--- config.mk ---
export PLATFORM = sky130hd
export DESIGN_NAME = tlpab_mul
export DESIGN_NICKNAME = d
export VERILOG_FILES = /design/src/hw/rtl/tlpab_pkg.sv /design/src/hw/rtl/tlpab_mul.sv
export SDC_FILE = /design/constraint.sdc
export NUM_CORES = 2
export LEC_CHECK = 0
export BUFFER_PORTS_ARGS = -buffer_cell sky130_fd_sc_hd__buf_4
export CORE_MARGIN = 3
export CORE_UTILIZATION = 55
export CTS_BUF_LIST = sky130_fd_sc_hd__clkbuf_8
export DETAILED_ROUTE_END_ITERATION = 10
export GPL_TIMING_DRIVEN = 1
export PLACE_DENSITY_LB_ADDON = 0.15
export SLEW_MARGIN = 0
export SYNTH_ARGS = -nofsm -noshare
export SYNTH_HDL_FRONTEND = slang
export SYNTH_SLANG_ARGS = --single-unit
export TNS_END_PERCENT = 100
--- constraint.sdc ---
create_clock -name clk -period 12 [get_ports clk]
set_clock_uncertainty 0.2 [all_clocks]
set_input_delay 0.6 -clock clk [delete_from_list [all_inputs] [get_ports clk]]
set_output_delay 0.6 -clock clk [all_outputs]
set_load 0.005 [all_outputs]
--- src/hw/rtl/tlpab_pkg.sv ---
// Package for the torque limited path acceleration bounds block.
// Holds payload structs, register and mode codes, FSM states and helpers.
// No dependencies.
`default_nettype none
package tlpab_pkg;

  localparam int TLPAB_MAX_JOINTS  = 8;
  localparam int TLPAB_MAX_SAMPLES = 1024;
  localparam int TLPAB_FRAC_BITS   = 16;

  localparam int MUL_AW = 33;
  localparam int MUL_BW = 32;
  localparam int DIV_NW = 64;
  localparam int DIV_DW = 32;

  localparam logic [1:0] MODE_DYN   = 2'd0;
  localparam logic [1:0] MODE_TRQ   = 2'd1;
  localparam logic [1:0] MODE_QUERY = 2'd2;

  localparam logic [2:0] REG_DOF_COUNT    = 3'd0;
  localparam logic [2:0] REG_SAMPLE_STEP  = 3'd1;
  localparam logic [2:0] REG_LAST_SAMPLE  = 3'd2;
  localparam logic [2:0] REG_PATH_LENGTH  = 3'd3;
  localparam logic [2:0] REG_SAFETY_BOUND = 3'd4;
  localparam logic [2:0] REG_TINY         = 3'd5;

  typedef struct packed {
    logic        [1:0]  mode;
    logic        [9:0]  sample_index;
    logic        [2:0]  joint_index;
    logic signed [31:0] coef_inertia;
    logic signed [31:0] coef_velocity;
    logic signed [31:0] coef_gravity;
    logic signed [31:0] torque_low;
    logic signed [31:0] torque_high;
    logic signed [31:0] path_pos;
    logic signed [31:0] path_speed;
  } in_item_t;

  typedef struct packed {
    logic signed [31:0] accel_low;
    logic signed [31:0] accel_high;
  } out_item_t;

  typedef struct packed {
    logic [3:0]  dof_count;
    logic [30:0] sample_step;
    logic [9:0]  last_sample;
    logic [30:0] path_length;
    logic [30:0] safety_bound;
    logic [15:0] tiny_threshold;
  } cfg_t;

  typedef struct packed {
    logic              start;
    logic [DIV_NW-1:0] dividend;
    logic [DIV_DW-1:0] divisor;
  } div_req_t;

  typedef struct packed {
    logic              done;
    logic [DIV_NW-1:0] quotient;
    logic [DIV_DW-1:0] remainder;
  } div_rsp_t;

  typedef enum logic [4:0] {
    ST_IDLE, ST_POS_DIV, ST_POS_WAIT, ST_SQ_MUL, ST_SQ_WB,
    ST_RD0, ST_RD1, ST_RD2, ST_L_MUL, ST_L_DIV, ST_L_WAIT,
    ST_CHK, ST_B_MUL, ST_B_WB, ST_D_LO, ST_W_LO, ST_D_HI, ST_W_HI,
    ST_NEXT, ST_DONE
  } state_t;

  function automatic logic signed [31:0] sat32(input logic signed [63:0] v);
    logic signed [31:0] r;
    if (v > 64'sd2147483647) r = 32'sh7fffffff;
    else if (v < -64'sd2147483648) r = 32'sh80000000;
    else r = v[31:0];
    return r;
  endfunction

endpackage
`default_nettype wire

--- src/hw/rtl/tlpab_mul.sv ---
// Shared unsigned multiplier with registered product.
// Depends on tlpab_pkg.
`default_nettype none
module tlpab_mul
  import tlpab_pkg::*;
(
  input  wire logic                     clk,
  input  wire logic [MUL_AW-1:0]        a,
  input  wire logic [MUL_BW-1:0]        b,
  output logic      [MUL_AW+MUL_BW-1:0] p
);

  logic [MUL_AW+MUL_BW-1:0] p_r;

  always_ff @(posedge clk) begin
    p_r <= a * b;
  end

  assign p = p_r;

endmodule
`default_nettype wire

Word-level counts from Yosys, hierarchy flattened
Cells that the tools add are included.
{ "op_classes": {"n_mul": 1} }
{ "ops": {"columns": ["op", "count"], "rows": [
  ["33-bit by 32-bit multiplier with 65-bit output", 1]
]} }
{ "totals": {"register_bits": 65, "output_inout_bits": 65, "word_cells": 2} }

Longest topological paths before layout
{ "logic_depth": {"ltp_word": 1, "ltp_mapped": 27, "mapped_depth_nobuf": 25} }

Least setup slack after synthesis
No wires, ideal clock.
{ "synth_path": {"path_kind": "input-to-reg", "start": "in a[28]", "end": "reg p_r[61] (netlist: p[61])", "setup_time_ps": 138, "arrival_time_ps": 7108, "t_required_ps": 11662, "path_slack_ps": 4554, "stages": 26, "path_buffers": 2, "path_cell_list": "clkbuf_1 > nand2_1 > fa_1 > inv_1 > fa_1 > fa_1 > inv_1 > fa_1 > inv_1 > fa_1 > fa_1 > fa_1 > inv_1 > fa_1 > inv_1 > ha_1 > clkbuf_1 > and4_1 > nand2b_1 > a2bb2oi_1 > o21ai_0 > a211oi_2 > o31ai_4 > a41o_1 > nor4b_1 > a311oi_1"} }
{ "synth_via": {"elab_chain_len": 1} }
{ "synth_rtl": {"columns": ["element", "line", "source"], "rows": [
  ["from (decl)", "tlpab_mul.sv:8", "input wire logic [MUL_AW-1:0] a,"],
  ["33-bit by 32-bit multiplier with 65-bit output", "tlpab_mul.sv:16", "p_r <= a * b;"],
  ["to (signal assigned)", "tlpab_mul.sv:16", null],
  ["to (decl)", "tlpab_mul.sv:13", "logic [MUL_AW+MUL_BW-1:0] p_r;"]
]} }
Every way passes these cells.

Worst setup path in the final report
{ "layout_path": {"start": "in a[15]", "end": "reg p_r[61] (netlist: p[61])"} }
Same word-level chain as after synthesis.

==> results.ini <==
[run_status]
run_status=finished clean

[finish]
multi_input_area_um2=29900
fin_nets=5109
final-instance-count-excl-fill=4704
diodes=0
mostFrequentLayoutCell=inv_1
seq_area_um2=1300
area_growth_pct=4.04
drive_above_1_share_pct=4.20
fillers=5818
layout_common_cells=inv_1 (931), fa_1 (926), nand2_1 (632)
largest_reg_flops=65

[synthesis]
async_flop_share_pct=0
synth_ff_type=dfxtp_1
ys_seq_area_share_pct=3.66
synth_compound_area_share_pct=4.17
synth_area_leaders=fa_1 (52%), inv_1 (9.8%), ha_1 (9.3%)
synth.avg_cell_area_um2=9.05
syn_nets=5185
synth_edf_count=0
synth_top_family_by_area=adder cells
synth_top_area_share_pct=52.1
synth_xor_area_share_pct=1.38
synth_seq_cells=65
yosys.area.top_type=fa_1
synth-simple-area-share_pct=17.2
yosys_warnings=0
syn_area_um2=35600
yosysUniqueCellTypes=67
synth_adder_area_share_pct=61.4
muxShareOfSynthArea_pct=0.0317
synthCells=3929

[clocking]
clkTransAtPathRegs_ns=0.09
ctsHoldBuffers=0
cts_setup_buffers=0
ctsHtreeMaxLevel=3
clockBufferDepth=2
clock-sinks=65
numCtsBuffers=9
ctsResizeCount=0
root_buffer=clkbuf_8
cts_tree=done

[placement]
numPortBuffers=130
dpl_worst_slack_ns=3.72
dp_cells=4688
hpwl_um=76200
place_congestion=0.900

[floorplan]
io-pin-count=131
die_h_um=260
coreArea_um2=63500
rows=92
die_area_um2=67700
initial_utilization_pct=55.9
die_x_um=260

[global_route]
grt_start_max_net_pins=34
antenna_found_initial=1
grt_pass1_wl_um=157000
grt_pass1_vias=28300
grt-ovfl-total=0
grtUsageTotal_pct=30.4

[setup_path]
worst_path_max_delay_cell=a31oi_1
worstPathCellList=buf_4 -> and2_1 -> fa_1 -> inv_1 -> fa_1 -> fa_1 -> fa_1 -> inv_1 -> fa_1 -> inv_1 -> fa_1 -> inv_1 -> fa_1 -> fa_1 -> ha_1 -> a21oi_1 -> o21ai_0 -> a21oi_1 -> o21ai_2 -> a31oi_1 -> o31ai_4 -> a41o_1 -> nor4b_1 -> a311oi_1
endpoint_kind=flop
required_ns=12.05
cpPeakStageDelay_ns=0.74
crit_path_start_kind=input pin
crit_type=input pin to flop
crit_top_cell=fa_1
cp.arrival_ns=8.04
cp_max_fo=32

[sta]
slew_headroom_pct=38.2
drv_slew=0
setup_viol_count_final=0
worst_pin_slew_ns=0.918
fin_setup_tns_ns=0
hold_slack_ns=0.531
fin_crit_ns=7.98
post-route-period-util_pct=66.5
setup_ws_ns=4.02
rsz0062_at_grt=no
fmax_mhz=125
final_hold_viol_count=0

[routing]
vias_per_cell=5.50
drc=0
drt-total-wl_um=98100
wl_per_cell_um=20.9
first_pass_iters=6
ant_nets=0
vias=25900
drt_iter0_drc=1549

[run]
drv_cap=0

[min_path]
holdCritPathClass=input pin to flop
whs_path_depth=2

final timing paths:
check   from             to  slack [ns]
max    a[15]  p[61]$_DFF_P_        4.02
min     a[0]   p[0]$_DFF_P_        0.53
cell usage after synthesis, types with 4 or more instances:
cell and instances:
o21ai_0 33, nand4_1 13, a21o_1 26, a21oi_1 79, xor2_1 23, o211ai_1 4, a311oi_1 4, fa_1 926
o21bai_1 18, dfxtp_1 65, buf_2 4, nor4_1 4, and3_1 9, inv_1 930, clkbuf_1 213, nand2b_1 4
nor3_1 12, nor2b_1 6, nor2_1 37, and2_1 488, a211oi_1 7, nand3_1 20, xnor2_1 33, a31oi_1 8
ha_1 264, o31ai_1 5, nand2_1 632
logic make-up after synthesis:
| group | Yosys count |
|---|---|
| AOI/OAI and AO/OA | 224 |
| xor gates and xnor gates | 56 |
| adders and majority gates | 1190 |
| buffers and inverters | 1147 |
| DFF | 65 |
| muxes | 1 |
| and+or+nand+nor | 1246 |
critical path, delay by kind of cell:
| kind | cells | cell delay (ns) |
|---|---|---|
| fa+ha+maj | 9 | 4.35 |
| compound gates | 8 | 1.92 |
| buf+inv | 5 | 0.61 |
| simple gates | 2 | 0.51 |
per-stage QoR:
| stage | utilization [%] | cell area (µm²) |
|---|---|---|
| after floorplan | - | 35600 |
| after detailed placement | 57.9 | 36800 |
| after global routing | 58.2 | 37000 |
| after global placement | 57.9 | 36800 |
| final | 58.2 | 37000 |
| after CTS | 58.2 | 37000 |
layout make-up:
| class | instances | share of cell area [%] |
|---|---|---|
| Multi-Input combinational cell | 2717 | 80.9 |
| Clock inverter | 7 | 0.260 |
| Timing Repair Buffer | 130 | 2.64 |
| Sequential cell | 65 | 3.52 |
| Inverter | 930 | 9.44 |
| Tap cell | 846 | 2.86 |
| Clock buffer | 9 | 0.335 |
layer usage:
layer | GRT usage (%) | wire length, µm | up-vias
li1 | - | - | 11200
met1 | 37.7 | 37500 | 13700
met2 | 54.0 | 50500 | 842
met3 | 2.94 | 4560 | 234
met4 | 14.0 | 5470 | 0
met5 | 0 | 0 | -
Power is not shown: default switching activity piles up to over one toggle a cycle in this logic, so the estimate is an artifact.
