--- src/hw/rtl/tlpab_pkg.sv ---
// Package for the torque limited path acceleration bounds block.
// Holds payload structs, register and mode codes, FSM states and helpers.
// No dependencies.
`default_nettype none
package tlpab_pkg;

  localparam int TLPAB_MAX_JOINTS  = 8;
  localparam int TLPAB_MAX_SAMPLES = 1024;
  localparam int TLPAB_FRAC_BITS   = 16;

  localparam int MUL_AW = 33;
  localparam int MUL_BW = 32;
  localparam int DIV_NW = 64;
  localparam int DIV_DW = 32;

  localparam logic [1:0] MODE_DYN   = 2'd0;
  localparam logic [1:0] MODE_TRQ   = 2'd1;
  localparam logic [1:0] MODE_QUERY = 2'd2;

  localparam logic [2:0] REG_DOF_COUNT    = 3'd0;
  localparam logic [2:0] REG_SAMPLE_STEP  = 3'd1;
  localparam logic [2:0] REG_LAST_SAMPLE  = 3'd2;
  localparam logic [2:0] REG_PATH_LENGTH  = 3'd3;
  localparam logic [2:0] REG_SAFETY_BOUND = 3'd4;
  localparam logic [2:0] REG_TINY         = 3'd5;

  typedef struct packed {
    logic        [1:0]  mode;
    logic        [9:0]  sample_index;
    logic        [2:0]  joint_index;
    logic signed [31:0] coef_inertia;
    logic signed [31:0] coef_velocity;
    logic signed [31:0] coef_gravity;
    logic signed [31:0] torque_low;
    logic signed [31:0] torque_high;
    logic signed [31:0] path_pos;
    logic signed [31:0] path_speed;
  } in_item_t;

  typedef struct packed {
    logic signed [31:0] accel_low;
    logic signed [31:0] accel_high;
  } out_item_t;

  typedef struct packed {
    logic [3:0]  dof_count;
    logic [30:0] sample_step;
    logic [9:0]  last_sample;
    logic [30:0] path_length;
    logic [30:0] safety_bound;
    logic [15:0] tiny_threshold;
  } cfg_t;

  typedef struct packed {
    logic              start;
    logic [DIV_NW-1:0] dividend;
    logic [DIV_DW-1:0] divisor;
  } div_req_t;

  typedef struct packed {
    logic              done;
    logic [DIV_NW-1:0] quotient;
    logic [DIV_DW-1:0] remainder;
  } div_rsp_t;

  typedef enum logic [4:0] {
    ST_IDLE, ST_POS_DIV, ST_POS_WAIT, ST_SQ_MUL, ST_SQ_WB,
    ST_RD0, ST_RD1, ST_RD2, ST_L_MUL, ST_L_DIV, ST_L_WAIT,
    ST_CHK, ST_B_MUL, ST_B_WB, ST_D_LO, ST_W_LO, ST_D_HI, ST_W_HI,
    ST_NEXT, ST_DONE
  } state_t;

  function automatic logic signed [31:0] sat32(input logic signed [63:0] v);
    logic signed [31:0] r;
    if (v > 64'sd2147483647) r = 32'sh7fffffff;
    else if (v < -64'sd2147483648) r = 32'sh80000000;
    else r = v[31:0];
    return r;
  endfunction

endpackage
`default_nettype wire

--- src/hw/rtl/tlpab_div.sv ---
// Shared radix-2 restoring divider, one quotient bit per cycle.
// Depends on tlpab_pkg.
`default_nettype none
module tlpab_div
  import tlpab_pkg::*;
(
  input  wire logic     clk,
  input  wire logic     rst_n,
  input  wire div_req_t req,
  output div_rsp_t      rsp
);

  localparam int CW = $clog2(DIV_NW);

  logic              busy_r, busy_nxt;
  logic              done_r, done_nxt;
  logic [CW-1:0]     cnt_r, cnt_nxt;
  logic [DIV_NW-1:0] quo_r, quo_nxt;
  logic [DIV_DW-1:0] rem_r, rem_nxt;
  logic [DIV_DW-1:0] dsr_r, dsr_nxt;
  logic [DIV_DW:0]   trial;

  always_comb begin
    busy_nxt = busy_r;
    done_nxt = 1'b0;
    cnt_nxt  = cnt_r;
    quo_nxt  = quo_r;
    rem_nxt  = rem_r;
    dsr_nxt  = dsr_r;
    trial    = {rem_r, quo_r[DIV_NW-1]};
    if (req.start) begin
      busy_nxt = 1'b1;
      cnt_nxt  = '0;
      quo_nxt  = req.dividend;
      rem_nxt  = '0;
      dsr_nxt  = req.divisor;
    end else if (busy_r) begin
      if (trial >= {1'b0, dsr_r}) begin
        rem_nxt = DIV_DW'(trial - {1'b0, dsr_r});
        quo_nxt = {quo_r[DIV_NW-2:0], 1'b1};
      end else begin
        rem_nxt = trial[DIV_DW-1:0];
        quo_nxt = {quo_r[DIV_NW-2:0], 1'b0};
      end
      cnt_nxt = cnt_r + 1'b1;
      if (cnt_r == CW'(DIV_NW - 1)) begin
        busy_nxt = 1'b0;
        done_nxt = 1'b1;
      end
    end
  end

  always_ff @(posedge clk) begin
    if (!rst_n) begin
      busy_r <= 1'b0;
      done_r <= 1'b0;
      cnt_r  <= '0;
    end else begin
      busy_r <= busy_nxt;
      done_r <= done_nxt;
      cnt_r  <= cnt_nxt;
    end
    quo_r <= quo_nxt;
    rem_r <= rem_nxt;
    dsr_r <= dsr_nxt;
  end

  assign rsp = '{done: done_r, quotient: quo_r, remainder: rem_r};

endmodule
`default_nettype wire

--- config.mk ---
export PLATFORM = sky130hd
export DESIGN_NAME = tlpab_div
export DESIGN_NICKNAME = d
export VERILOG_FILES = /design/src/hw/rtl/tlpab_pkg.sv /design/src/hw/rtl/tlpab_div.sv
export SDC_FILE = /design/constraint.sdc
export NUM_CORES = 1
export LEC_CHECK = 0
export ABC_CLOCK_PERIOD_IN_PS = 6700
export BUFFER_PORTS_ARGS = -buffer_cell sky130_fd_sc_hd__buf_2
export CORE_MARGIN = 3
export CORE_UTILIZATION = 50
export DETAILED_ROUTE_END_ITERATION = 12
export PLACE_DENSITY = 0.76
export RECOVER_POWER = 25
export REMOVE_ABC_BUFFERS = 1
export SLEW_MARGIN = 20
export SYNTH_ARGS = -nofsm -noshare
export SYNTH_HDL_FRONTEND = slang
export SYNTH_SLANG_ARGS = --single-unit
--- constraint.sdc ---
create_clock -name clk -period 6.7 [get_ports clk]
set_clock_uncertainty 0.05 [all_clocks]
set_input_delay 0 -clock clk [delete_from_list [all_inputs] [get_ports clk]]
set_output_delay 0 -clock clk [all_outputs]
set_load 0.02 [all_outputs]
# Yosys cells after proc, flatten, opt, wreduce, memory -nomap -nowiden
# Index checks and enable logic that the tools add are counted.
totals:
  register_bits: 136
  in_bits: 99
  out_inout_bits: 97
  wordCells: 23
op_classes:
  addsub: 2
  order_cmp: 1
  eq_ne: 1
  n_mux: 8
  bitwise_logic: 2
  reduce_logical: 3
op_table:
  columns: ["op", "count"]
  rows:
  - ["two-way mux 64 bit", 2]
  - [">= comparator 33 x 32 -> 1 bit", 1]
  - ["two-way mux 32 bit", 1]
  - ["subtractor 32 bit", 1]
  - ["adder 6 x 1 -> 6 bit (second input constant)", 1]
  - ["equality test 6 bit (second input constant)", 1]
  - ["two-way mux 1 bit", 5]
  - ["OR reduction 3 bit", 1]
  - ["NOT 1 bit", 2]
  - ["nonzero test 2 bit", 1]
  - ["OR reduction 2 bit", 1]

# Longest topological paths before layout
# Gate-level depths: netlist of the first run.
logic_depth:
  ltp_word: 4
  mapped_depth: 13
  mapped_depth_nobuf: 11

# Worst setup path before layout of the first run
# OpenSTA, ideal clock, no wires.
synth_timing:
  path_kind: "reg2reg"
  startpoint: "reg quo_r[63]"
  endpoint: "reg rem_r[28]"
  setup_time_ns: 0.134
  arrival_ns: 2.722
  t_required_ns: 6.516
  slack_ns: 3.794
  path_stages_with_launch: 12
  n_path_buf: 0
  period_less_slack_ns: 2.906
  path_cell_list: "edfxtp_1 inv_1 ha_1 fa_1 nor2b_1 o21ba_1 o31a_1 or4b_4 a221o_1 nor4bb_1 nor4_2 nor4_2"
synth_via:
  elab_chain_len: 2
  word_cells_on_any_way: 3
  cone_classes: "add/sub (1); order compare (1); mux (1)"
synth_lines:
  columns: ["item", "line", "text"]
  rows:
  - ["start, declared", "tlpab_div.sv:18", "logic [DIV_NW-1:0] quo_r, quo_nxt;"]
  - ["start signal, assigned", "tlpab_div.sv:63", "quo_r <= quo_nxt;"]
  - ["subtractor 32 bit / >= comparator 33 x 32 -> 1 bit (equally long branches)", "tlpab_div.sv:39, tlpab_div.sv:38", null]
  - ["two-way mux 32 bit *", "tlpab_div.sv:38", "if (trial >= {1'b0, dsr_r}) begin"]
  - ["end signal, assigned", "tlpab_div.sv:64", "rem_r <= rem_nxt;"]
  - ["end, declared", "tlpab_div.sv:19", "logic [DIV_DW-1:0] rem_r, rem_nxt;"]
# Mark *: on every way between the ends. The rest lies on a longest branch, timed or not.
# A chain may end at the register's enable or synchronous reset.

==> results of run 1 <==
-- synthesized netlist by cell type, types with 6 or more instances --
| cell | count | area (um2) |
|---|---|---|
| edfxtp_1 | 96 | 2880 |
| mux2_2 | 63 | 709 |
| nor2_1 | 56 | 210 |
| inv_1 | 52 | 195 |
| dfxtp_1 | 40 | 801 |
| ha_1 | 33 | 413 |
| a21oi_1 | 32 | 160 |
| nand2_1 | 32 | 120 |
| a211oi_1 | 24 | 180 |
| mux2i_1 | 23 | 230 |
| clkbuf_1 | 22 | 82.6 |
| xnor2_1 | 17 | 149 |
| a21o_1 | 15 | 113 |
| o21ai_0 | 13 | 65.1 |
| nand3_1 | 11 | 55.1 |
| nand4_1 | 10 | 62.6 |
| xor2_1 | 10 | 87.6 |
| nor3_1 | 9 | 45.0 |
| nor3b_1 | 6 | 45.0 |
-- cell type report --
| type | count | area [um2] | share of cell area (%) |
|---|---|---|---|
| Timing Repair Buffer | 296 | 1950 | 19.3 |
| Multi-Input combinational cell | 451 | 3430 | 34.0 |
| Inverter | 52 | 195 | 1.94 |
| Clock inverter | 15 | 168 | 1.66 |
| Antenna cell | 1 | 2.50 | 0.0248 |
| Clock buffer | 17 | 425 | 4.22 |
| Tap cell | 184 | 230 | 2.28 |
| Sequential cell | 136 | 3680 | 36.5 |
-- worst paths after layout --
check / from / endpoint / slack, ns / depth (start not counted)
setup / recovery: req[96] / rem_r[26] / 3.10 / 5
hold reg to reg: cnt_r[5] / done_r / 0.43 / 2
hold / removal: req[30] / dsr_r[30] / 0.22 / 2
setup reg to reg: rem_r[13] / rem_r[9] / 3.38 / 10
-- registers in the layout, indices dropped and copies added, names as in the netlist --
signal / count
busy_r: 1
cnt_r: 6
quo_r: 64
rem_r: 32
dsr_r: 32
done_r: 1
-- power groups by stage --
stage,Combinational (mW),Sequential (mW),Clock [mW]
after floorplan,0.292,1.12,0
after global placement,0.528,1.05,0
after detailed placement,0.537,1.05,0
after CTS,0.583,1.03,0.965
after global routing,0.640,1.05,0.997
final,0.587,1.04,0.950
-- cell families after synthesis --
| family | share of synthesized area [%] |
|---|---|
| and+or+nand+nor | 10.9 |
| AOI/OAI and AO/OA | 13.3 |
| DFF | 49.2 |
| buffers and inverters | 4.95 |
| muxes | 12.7 |
| adders and majority gates | 5.78 |
| xor gates and xnor gates | 3.16 |
-- per-layer routing --
layer / GRT usage, % / wire [um] / share of wire [%]
met4: 8.61 / 421 / 2.1
met5: 0 / 0 / 0
met2: 42.7 / 10300 / 50
met1: 30.5 / 8310 / 41
met3: 7.76 / 1430 / 7.0
-- layout by cell type, fill, tap and decap left out, drive strengths merged, types with 3 or more instances in the layout --
master       count
dfxtp           40
clkinv           5
o221ai           4
nor2b            4
o21a             5
inv             58
xnor2           17
o211ai           5
o21ai           18
clkbuf          39
a31oi            5
mux2            64
buf            177
nor4             6
nor3b            6
mux2i           23
or2              3
and4             3
nor3             9
dlygate4sd3     97
edfxtp          96
nand4b           4
a211oi          25
and3             3
a21o            15
nor2            56
nand4           10
nand2           32
and2             5
nand2b           4
o21bai           3
o31a             4
xor2            10
o31ai            3
nand3           11
ha              33
a21oi           32
-- critical path: stages --
cell and delay [ns]:
clkbuf_1 2.00, buf_4 1.04, nand2b_1 0.32, or2_1 0.20, o221ai_1 0.11
==> impl_metrics.env, run 1 <==
export IMPL_cts_resized=0
export IMPL_die_x_um=128
export IMPL_drv_cap=1
export IMPL_gr_total_overflow=0
export IMPL_place_area_um2=8550
export IMPL_tightestPinTransition_ns=2.89
export IMPL_post_route_util_pct=69.1
export IMPL_seq_power_share_pct=40.3
export IMPL_cts_num_sinks=136
export IMPL_period_share_pct=53.7
export IMPL_slew_violations=59
export IMPL_hold_violations=0
export IMPL_internal_power_mw=1.80
export IMPL_ant_nets=0
export IMPL_critPathLaunchType="input port"
export IMPL_cts_tree="done"
export IMPL_fin_setup_tns_ns=0
export IMPL_design_core_area_um2=14600
export IMPL_wl_um=20400
export IMPL_start_util_pct=51.3
export IMPL_initialDrtViolationCount=372
export IMPL_antenna_found_initial=1
export IMPL_cts_setup_buffers=0
export IMPL_power_mw=2.57
export IMPL_leakage_nw=4.40
export IMPL_worstSetupPathType="input port to flop"
export IMPL_clockPowerShare_pct=36.9
export IMPL_yosys_warnings=0
export IMPL_drive_gt1_share_pct=29.0
export IMPL_grt_setup_unrepaired="no"
export IMPL_synth_area_per_cell_um2=11.1
export IMPL_grt_max_degree=81
export IMPL_root_buffer="clkbuf_16"
export IMPL_io_pins=196
export IMPL_async_reset_ff_share_pct=0
export IMPL_place_ws_ns=3.48
export IMPL_hold_path_class="input port to flop"
export IMPL_vias_per_cell=5.51
export IMPL_fillCellCount=1042
export IMPL_seq_area_frac_synth_pct=49.2
export IMPL_clk_path_buf_depth=2
export IMPL_grt_pass1_vias=6284
export IMPL_crit_arrival_ns=3.75
export IMPL_setup_viol=0
export IMPL_crit_path_end_kind="flop"
export IMPL_wl_per_cell_um=17.7
export IMPL_cp_max_fo=80
export IMPL_failed_checks="capacitance limit, slew limit"
export IMPL_status="complete, but fails checks"
export IMPL_cp_required_ns=6.85
export IMPL_detail_route_first_pass_iterations=4
export IMPL_synth_edf_count=96
export IMPL_vias=6352
export IMPL_irDropWorstVdd_mv=0.180
export IMPL_cts_made_buffers=17
export IMPL_area_delta_synth_final_pct=34.7
export IMPL_ctsHoldBuffers=97
export IMPL_place_congestion=0.887
export IMPL_combPwrFrac_pct=22.8
export IMPL_dp_cells=1022
export IMPL_die_height_um=128
export IMPL_layout_nets=1087
export IMPL_fmax_mhz=278
export IMPL_die_area_um2=16500
export IMPL_timing_final_ws_setup_ns=3.10
export IMPL_track_usage_pct=25.1
export IMPL_num_rows=44
export IMPL_ys_types=67
export IMPL_ys_ff_latch=136
export IMPL_clk_pin_slew_ns=0.06
export IMPL_insertion_delay_ns=0.43
export IMPL_syn_area_um2=7490
export IMPL_min_period_ns=3.60
export IMPL_slew_headroom_pct=-93.0
export IMPL_p_per_area_nw_per_um2=255
export IMPL_switching_share_pct=30.1
export IMPL_stdcell_count=1152
export IMPL_io_buffers=195
export IMPL_route_detailed_drc=0
export IMPL_grt_pass1_wl_um=32400
export IMPL_hold_slack_ns=0.221
export IMPL_synth_main_ff_cell="edfxtp_1"
export IMPL_htree_levels=4
export IMPL_syn_instance_count=674
export IMPL_p_sw_uw=775
export IMPL_dp_hpwl_um=13100
export IMPL_fin_area_um2=10100
Power figures use the tool's default switching activity.
==> run 2: changes to the inputs <==
- ABC_CLOCK_PERIOD_IN_PS: 6700 -> 3620
- clock period: 6.7 -> 3.62 ns (I/O delays scaled with it)
==> impl_metrics.env, run 2 (synthesized netlist as in run 1, its figures left out) <==
export IMPL_status="complete, but fails checks"
export IMPL_failed_checks="capacitance limit, slew limit"
export IMPL_fin_setup_tns_ns=0
export IMPL_area_delta_synth_final_pct=34.8
export IMPL_insertion_delay_ns=0.42
export IMPL_start_util_pct=51.3
export IMPL_grt_pass1_vias=6525
export IMPL_slew_violations=51
export IMPL_slew_headroom_pct=-64.4
export IMPL_fmax_mhz=315
export IMPL_crit_arrival_ns=3.34
export IMPL_initialDrtViolationCount=412
export IMPL_regMostFlops="quo_r"
export IMPL_design_core_area_um2=14600
export IMPL_dp_hpwl_um=13300
export IMPL_gr_total_overflow=0
export IMPL_ant_nets=0
export IMPL_r2r_end="rem_r[28]"
export IMPL_die_area_um2=16500
export IMPL_cts_tree="done"
export IMPL_cts_setup_buffers=0
export IMPL_r2r_setup_slack_ns=0.44
export IMPL_drive_gt1_share_pct=28.6
export IMPL_final_cell_mix="165 x buf_2, 97 x dlygate4sd3_1, 96 x edfxtp_1"
export IMPL_period_share_pct=87.7
export IMPL_io_pins=196
export IMPL_worstSetupPathType="flop to flop"
export IMPL_ctsHoldBuffers=97
export IMPL_p_per_area_nw_per_um2=472
export IMPL_leakage_nw=4.39
export IMPL_io_buffers=195
export IMPL_num_rows=44
export IMPL_insertedDiodeCount=0
export IMPL_cp_required_ns=3.78
export IMPL_vias_per_cell=5.54
export IMPL_r2r_cells=11
export IMPL_clk_path_buf_depth=2
export IMPL_cts_resized=0
export IMPL_wl_per_cell_um=17.9
export IMPL_place_area_um2=8570
export IMPL_fin_area_um2=10100
export IMPL_cts_made_buffers=17
export IMPL_hold_violations=0
export IMPL_wl_um=20700
export IMPL_root_buffer="clkbuf_16"
export IMPL_grt_setup_unrepaired="no"
export IMPL_grt_max_degree=62
export IMPL_antenna_found_initial=0
export IMPL_setup_viol=0
export IMPL_critPathLaunch="dsr_r[1]"
export IMPL_critPathLaunchType="flop"
export IMPL_tightestPinTransition_ns=2.47
export IMPL_reg_top3="quo_r: 64 flops, dsr_r: 32 flops, rem_r: 32 flops"
export IMPL_hold_path_class="input port to flop"
export IMPL_drv_cap=1
export IMPL_cts_num_sinks=136
export IMPL_detail_route_first_pass_iterations=5
export IMPL_vias=6388
export IMPL_cp_endpoint="rem_r[28]"
export IMPL_die_x_um=128
export IMPL_r2r_start="dsr_r[1]"
export IMPL_irDropWorstVdd_mv=0.347
export IMPL_min_period_ns=3.18
export IMPL_htree_levels=4
export IMPL_cp_max_fo=25
export IMPL_layout_nets=1090
export IMPL_crit_path_end_kind="flop"
export IMPL_grt_pass1_wl_um=33200
export IMPL_largest_reg_flops=64
export IMPL_track_usage_pct=25.6
export IMPL_clk_pin_slew_ns=0.06
export IMPL_die_height_um=128
export IMPL_hold_slack_ns=0.231
export IMPL_place_congestion=0.921
export IMPL_route_detailed_drc=0
export IMPL_mostFrequentLayoutCell="buf_2"
## run 2: changes by cell type in the layout (fill, tap and decap cells not counted)
cell / before / now
inv_8: 2 / 1
buf_4: 4 / 7
mux2_2: 62 / 63
buf_1: 1 / 0
buf_2: 172 / 165
clkbuf_1: 22 / 30
inv_6: 4 / 5
diode_2: 1 / 0
mux2_1: 2 / 1
## run 2: worst min-delay path by stage
| stage | from | endpoint | slack [ns] | cells past startpoint |
|---|---|---|---|---|
| after floorplan | req[96] | rem_r[28] | 0.02 | 1 |
| after global placement | req[30] | dsr_r[30] | 0.13 | 1 |
| after detailed placement | req[24] | dsr_r[24] | 0.13 | 1 |
| after CTS | req[96] | dsr_r[28] | 0.03 | 1 |
| after global routing | req[29] | dsr_r[29] | 0.22 | 2 |
| final | req[30] | dsr_r[30] | 0.23 | 2 |
## run 2: cell type report
class / count / area (um2)
fill: 1062 / 4490
sequential: 136 / 3680
multi-input combinational: 451 / 3430
timing repair buffer: 299 / 1960
clock buffer: 17 / 425
tap: 184 / 230
inverter: 52 / 195
clock inverter: 15 / 165
## run 2: worst max-delay path: stages, from the launching register on
cell and delay, ns:
edfxtp_1 0.41, inv_1 0.07, ha_1 0.23, nor2b_1 0.15
o31a_1 0.27, o2111ai_1 0.48, a211oi_2 0.18, o21bai_2 0.24
a21o_1 0.16, buf_4 0.33, nor3b_1 0.31, nor4_2 0.08
## run 2: routing by layer
metal | global-route usage [%] | vias up | share of wire (%)
li1 | - | 3068 | -
met1 | 31.0 | 2999 | 41
met2 | 42.9 | 276 | 49
met3 | 7.39 | 45 | 7.6
met4 | 10.8 | 0 | 3.0
met5 | 0 | - | 0
## run 2: power breakdown
group / internal (mW) / switching, mW / total [mW]
sequential: 1.83 / 0.0900 / 1.92
clock: 1.03 / 0.734 / 1.76
combinational: 0.471 / 0.615 / 1.09
total: 3.33 / 1.44 / 4.77
## run 2: through the flow
step           util (%)  power [mW]  worst slack [ns]  instances
6_report           69.2        4.77             0.444       1154
3_5_place_dp       58.8        2.93             0.545       1025
3_3_place_gp       58.8        2.92             0.640       1025
4_1_cts            69.5        4.76             0.541       1154
2_1_floorplan         -        2.61             0.230        639
5_1_grt            69.2        4.97             0.185       1154
